[src/hw/rtl/sbq_pkg.sv]
// ----------------------------------------------------------------------------
// sbq_pkg
// Shared types and constants for the biquad filter chain.
// ----------------------------------------------------------------------------
package sbq_pkg;

    localparam int COEF_W  = 32;
    localparam int DELAY_W = 40;
    localparam int PROD_W  = 64;

    // coefficient slot codes
    localparam logic [2:0] SLOT_B0 = 3'd0;
    localparam logic [2:0] SLOT_B1 = 3'd1;
    localparam logic [2:0] SLOT_B2 = 3'd2;
    localparam logic [2:0] SLOT_A1 = 3'd3;
    localparam logic [2:0] SLOT_A2 = 3'd4;
    localparam logic [2:0] NUM_SLOTS = 3'd5;

    // request kinds
    localparam logic REQ_SAMPLE = 1'b0;
    localparam logic REQ_COEF   = 1'b1;

    // multiply-accumulate unit command
    typedef struct packed {
        logic                      start;
        logic signed [COEF_W-1:0]  coef;
        logic signed [DELAY_W-1:0] operand;
    } t_mac_cmd;

endpackage

[src/hw/rtl/sbq_mac.sv]
// ----------------------------------------------------------------------------
// sbq_mac
// Shared rounded multiplier: r(c*x) = (c*x + 2^(F-1)) >>> F, in registered
// steps (operand capture, 32x32 partial product halves, then sum and round).
// ----------------------------------------------------------------------------
module sbq_mac
    import sbq_pkg::*;
#(
    parameter int COEF_FRAC_BITS = 28
) (
    input  logic                       i_clk,
    input  logic                       i_rst_n,
    input  t_mac_cmd                   i_cmd,
    output logic                       o_done,
    output logic signed [DELAY_W-1:0]  o_result
);

    // operand split: low 20 bits unsigned, high part signed
    localparam int LO_W = 20;

    logic signed [COEF_W-1:0]        r_coef;
    logic signed [DELAY_W-LO_W:0]    r_hi;
    logic        [LO_W-1:0]          r_lo;
    logic signed [PROD_W-1:0]        r_plo;
    logic signed [PROD_W-1:0]        r_phi;
    logic                            r_v0;
    logic                            r_v1;
    logic                            r_v2;
    logic signed [PROD_W-1:0]        n_sum;
    logic signed [PROD_W-1:0]        r_sum;

    // stage 0: capture operands
    always_ff @(posedge i_clk) begin
        if (!i_rst_n) begin
            r_v0 <= 1'b0;
            r_v1 <= 1'b0;
            r_v2 <= 1'b0;
        end else begin
            r_v0 <= i_cmd.start;
            r_v1 <= r_v0;
            r_v2 <= r_v1;
        end
        r_coef <= i_cmd.coef;
        r_hi   <= {i_cmd.operand[DELAY_W-1], i_cmd.operand[DELAY_W-1:LO_W]};
        r_lo   <= i_cmd.operand[LO_W-1:0];
        // stage 1: two partial products, each within 32x32
        r_plo  <= PROD_W'(r_coef * $signed({1'b0, r_lo}));
        r_phi  <= PROD_W'(r_coef * r_hi);
        // stage 2: combine and round
        r_sum  <= n_sum;
    end

    always_comb begin
        n_sum = (r_phi <<< LO_W) + r_plo + (PROD_W'(1) <<< (COEF_FRAC_BITS - 1));
    end

    assign o_done   = r_v2;
    assign o_result = DELAY_W'(r_sum >>> COEF_FRAC_BITS);

endmodule

[config.mk]
export PLATFORM = sky130hd
export DESIGN_NAME = sbq_mac
export DESIGN_NICKNAME = d
export VERILOG_FILES = /design/src/hw/rtl/sbq_pkg.sv /design/src/hw/rtl/sbq_mac.sv
export SDC_FILE = /design/constraint.sdc
export NUM_CORES = 2
export LEC_CHECK = 0
export BUFFER_PORTS_ARGS = -buffer_cell sky130_fd_sc_hd__buf_2
export CAP_MARGIN = 10
export CORE_MARGIN = 2
export CORE_UTILIZATION = 40
export CTS_CLUSTER_SIZE = 30
export DETAILED_ROUTE_END_ITERATION = 6
export PLACE_DENSITY = 0.58
export SETUP_SLACK_MARGIN = 0.3
export SLEW_MARGIN = 15
export SYNTH_ARGS = -nofsm -noshare
export SYNTH_HDL_FRONTEND = slang
export SYNTH_SLANG_ARGS = --single-unit
[constraint.sdc]
create_clock -name i_clk -period 8.4 [get_ports i_clk]
set_input_delay 1.68 -clock i_clk [delete_from_list [all_inputs] [get_ports i_clk]]
set_output_delay 1.68 -clock i_clk [all_outputs]
set_load 0.05 [all_outputs]
==> metrics.md <==
| Metric | Value |
|---|---|
| P&R area growth vs syn | 7.018% |
| Post-Synth XOR/XNOR Area | 2.279% |
| Simple-gate portion of the synthesized area | 15.21% |
| Total negative setup slack | 0 ns |
| CP cell instances | buf_4 > nand2_1 > fa_1 > fa_1 > fa_1 > inv_1 > fa_1 > fa_1 > fa_1 > inv_1 > fa_1 > inv_1 > ha_1 > and3_4 > a221o_1 > a21oi_1 > o21bai_1 > a2111oi_4 > a211oi_1 > o41ai_2 > o2111ai_1 > a21oi_1 > xnor2_1 |
| Vias | roughly 33k |
| Crit path max-delay family | adder cells |
| Clk_lat worst skew | ~0.52 ns |
| Async S/R FF share, synth | 0% |
| Max-cap violations | 0 |
| CTS Buf Count | 17 |
| CP max-delay cell | dfxtp_1 |
| Largest family of logic cells by synthesized area | adder cells |
| Synth cell types | 64 |
| Post-synthesis sequential area ratio | just under 8% |
| Top FF cell, synth | dfxtp_1 |
| Final std cells w/o fill | between 6k and 7k |
| Clock sink total | around 190 |
| Worst Path Required | between 8 and 9 ns |
| CP bufs+invs | 4 |
| Nets | about 6.7k |
| Most frequent CP cell | fa_1 |
| Critical R2R Launch | r_hi[5]$_DFF_P_ |
| Dpl cells | 6,623 |
| Die height | around 350 µm |
| Outcome | complete, no violations |
| Overflow after GRT | 0 |
| Post-route minimum period | 7.698 ns |
| FF+latch count, synth | ~190 |
| DRC | 0 |
| Ys Warns | 0 |
| Hold-fix buffers at CTS | 0 |
| CP max stage delay | approximately 0.76 ns |
| DRT antenna net count | 0 |
| Final setup fails | 0 |
| Initial antenna violation count | 7 |
| Compound-gate portion of the synthesized area | between 3 and 4% |
| Pins over their slew limit | 0 |
| GRT Resource Usage Total | between 20% and 30% |
| Post-synthesis instance total | 5,094 |
| Core Area | 0.1181 mm² |
| Mapped Avg Cell Area | just over 9 µm² |
| Vias in the first global route | 36.54k |
| Unrepaired setup endpoints after global routing | false |
| Critical Path AT | slightly above 8 ns |
| Hold Crit Start | r_v1$_SDFF_PN0_ |
| CTS Root Cell | clkbuf_16 |
| Initial Util | about 40% |
| First-pass DRT Iterations | 6 |
| H-tree Lvls | 4 |
| Final Hold Vio Count | 0 |
| Leading cell type in the layout, fill and taps excluded | inv_1 |
| Synth Area in Adders | around 60% |
| Routed wire length | roughly 120 mm |
| Worst setup path class | register to register |
| CP Launch Point | r_hi[5]$_DFF_P_ |
| Die Width | approximately 350 µm |
| Initial drt markers | 1,628 |
| Slew margin rel. | roughly a third |
| Hold_ws | between 0.4 and 0.5 ns |
| Port Buffers | 115 |
| Drt via density | slightly below 5 |
| Mapped cell area | 0.04766 mm² |
| Die ar. | around 0.12 mm² |
| Layout cells sized above 1 | between 5 and 6% |
| CTS tree | done |
| Slew @ Worst Pin | between 0.9 and 1 ns |
| I/O Pins | 116 |
| Routability cong. | 0.8659 |
| Clock Skew | 0.01683 ns |
| Most frequent cells in the layout | inv_1, fa_1, nand2_1, and2_1, ha_1 |
| Critical Path Source Type | register |
| Period Utilization, post-route | approximately nine tenths |
| CTS resizes | 0 |
| First-pass GRT wire length | around 200 mm |
| R2R cell count | 23 |
| Syn Nets | 6,693 |
| Mux cell area share after synthesis | 0% |
| Post-CTS Setup Bufs | 0 |
| Endpoint type of the worst setup path | register |
| Critical Path Stages | 23 |
| Number of enable flip-flop cells after synthesis | 0 |
| DP HPWL | about 100 mm |
| Max Clk Rate | between 0.1 and 0.15 GHz |
| Hold path depth | 1 |
| Row count | roughly 130 |
| Hold crit path type | register to register |
| Maximum clock path buffer count | 2 |
| Worst-path clk slew | around 0.080 ns |
| Largest net degree at the start of global routing | 41 |
| Worst Path Max Fanout | 17 |
| Routed WL per cell | roughly 19 µm |
-- synth_stat cells, types with 4 or more instances --
cell type  count  area share, %
inv_1       1300             10
fa_1        1187             50
nand2_1      644            5.1
and2_1       623            8.2
ha_1         337            8.8
clkbuf_1     243            1.9
dfxtp_1      188            7.9
xnor2_1       97            1.8
nor2_1        87           0.69
a21oi_1       73           0.77
a21o_1        34           0.54
o21ai_0       32           0.34
xor2_1        27           0.50
o21a_1        23           0.36
nor3_1        21           0.22
nand3_1       20           0.21
nand2b_1      19           0.25
nand4_1       13           0.17
o21bai_1      13           0.20
o21ai_1       12           0.13
a211oi_1      10           0.16
nor2b_1        9           0.12
a221oi_1       5          0.092
and3_1         5          0.066
o211ai_1       5          0.079
and4_1         4          0.074
buf_4          4          0.063
o31ai_1        4          0.063
-- cell type report --
| type | instances | area [µm²] |
|---|---|---|
| Inverter | 1301 | 4883 |
| Clock buffer | 18 | 429.2 |
| Antenna cell | 5 | 12.51 |
| Timing Repair Buffer | 241 | 1772 |
| Multi-Input combinational cell | 3357 | 38070 |
| Clock inverter | 14 | 152.6 |
| Fill cell | 11500 | 67080 |
| Sequential cell | 188 | 3766 |
| Tap cell | 1536 | 1922 |
-- metal layers --
layer	GRT usage (%)	vias to the layer above	share of wire, %
met1	28.22	17100	43
met3	2.949	146	4.2
li1	-	14590	-
met5	0	-	0.044
met2	37.97	674	50
met4	6.070	8	2.7
-- worst paths after layout --
kind,end,slack (ns)
setup / recovery,r_phi[42]$_DFF_P_,0.70
hold / removal,o_done$_SDFF_PN0_,0.44
setup reg to reg,r_phi[42]$_DFF_P_,0.70
hold reg to reg,o_done$_SDFF_PN0_,0.44
-- cell families after synthesis --
logic type | after synthesis
compound gates | 253
flops | 188
buf+inv | 1549
simple gates | 1456
fa+ha+maj | 1524
xor+xnor | 124
-- stage by stage --
stage                     util [%]  cell area [µm²]  worst slack [ns]
final                        43.19            51000            0.7022
after global routing         43.18            50990            0.3235
after CTS                    43.18            50990            0.6947
after detailed placement     42.69            50410            0.7378
after global placement       42.69            50410            0.7604
after floorplan                  -            47660             1.524
-- sequential cells by signal, indices dropped and copies added, names as in the netlist --
name	flops
r_phi	44
o_done	1
r_plo	33
r_coef	32
r_hi	20
r_sum	36
r_v1	1
r_v0	1
r_lo	20
Power is not shown: default switching activity piles up to over one toggle a cycle in this logic, so the estimate is an artifact.
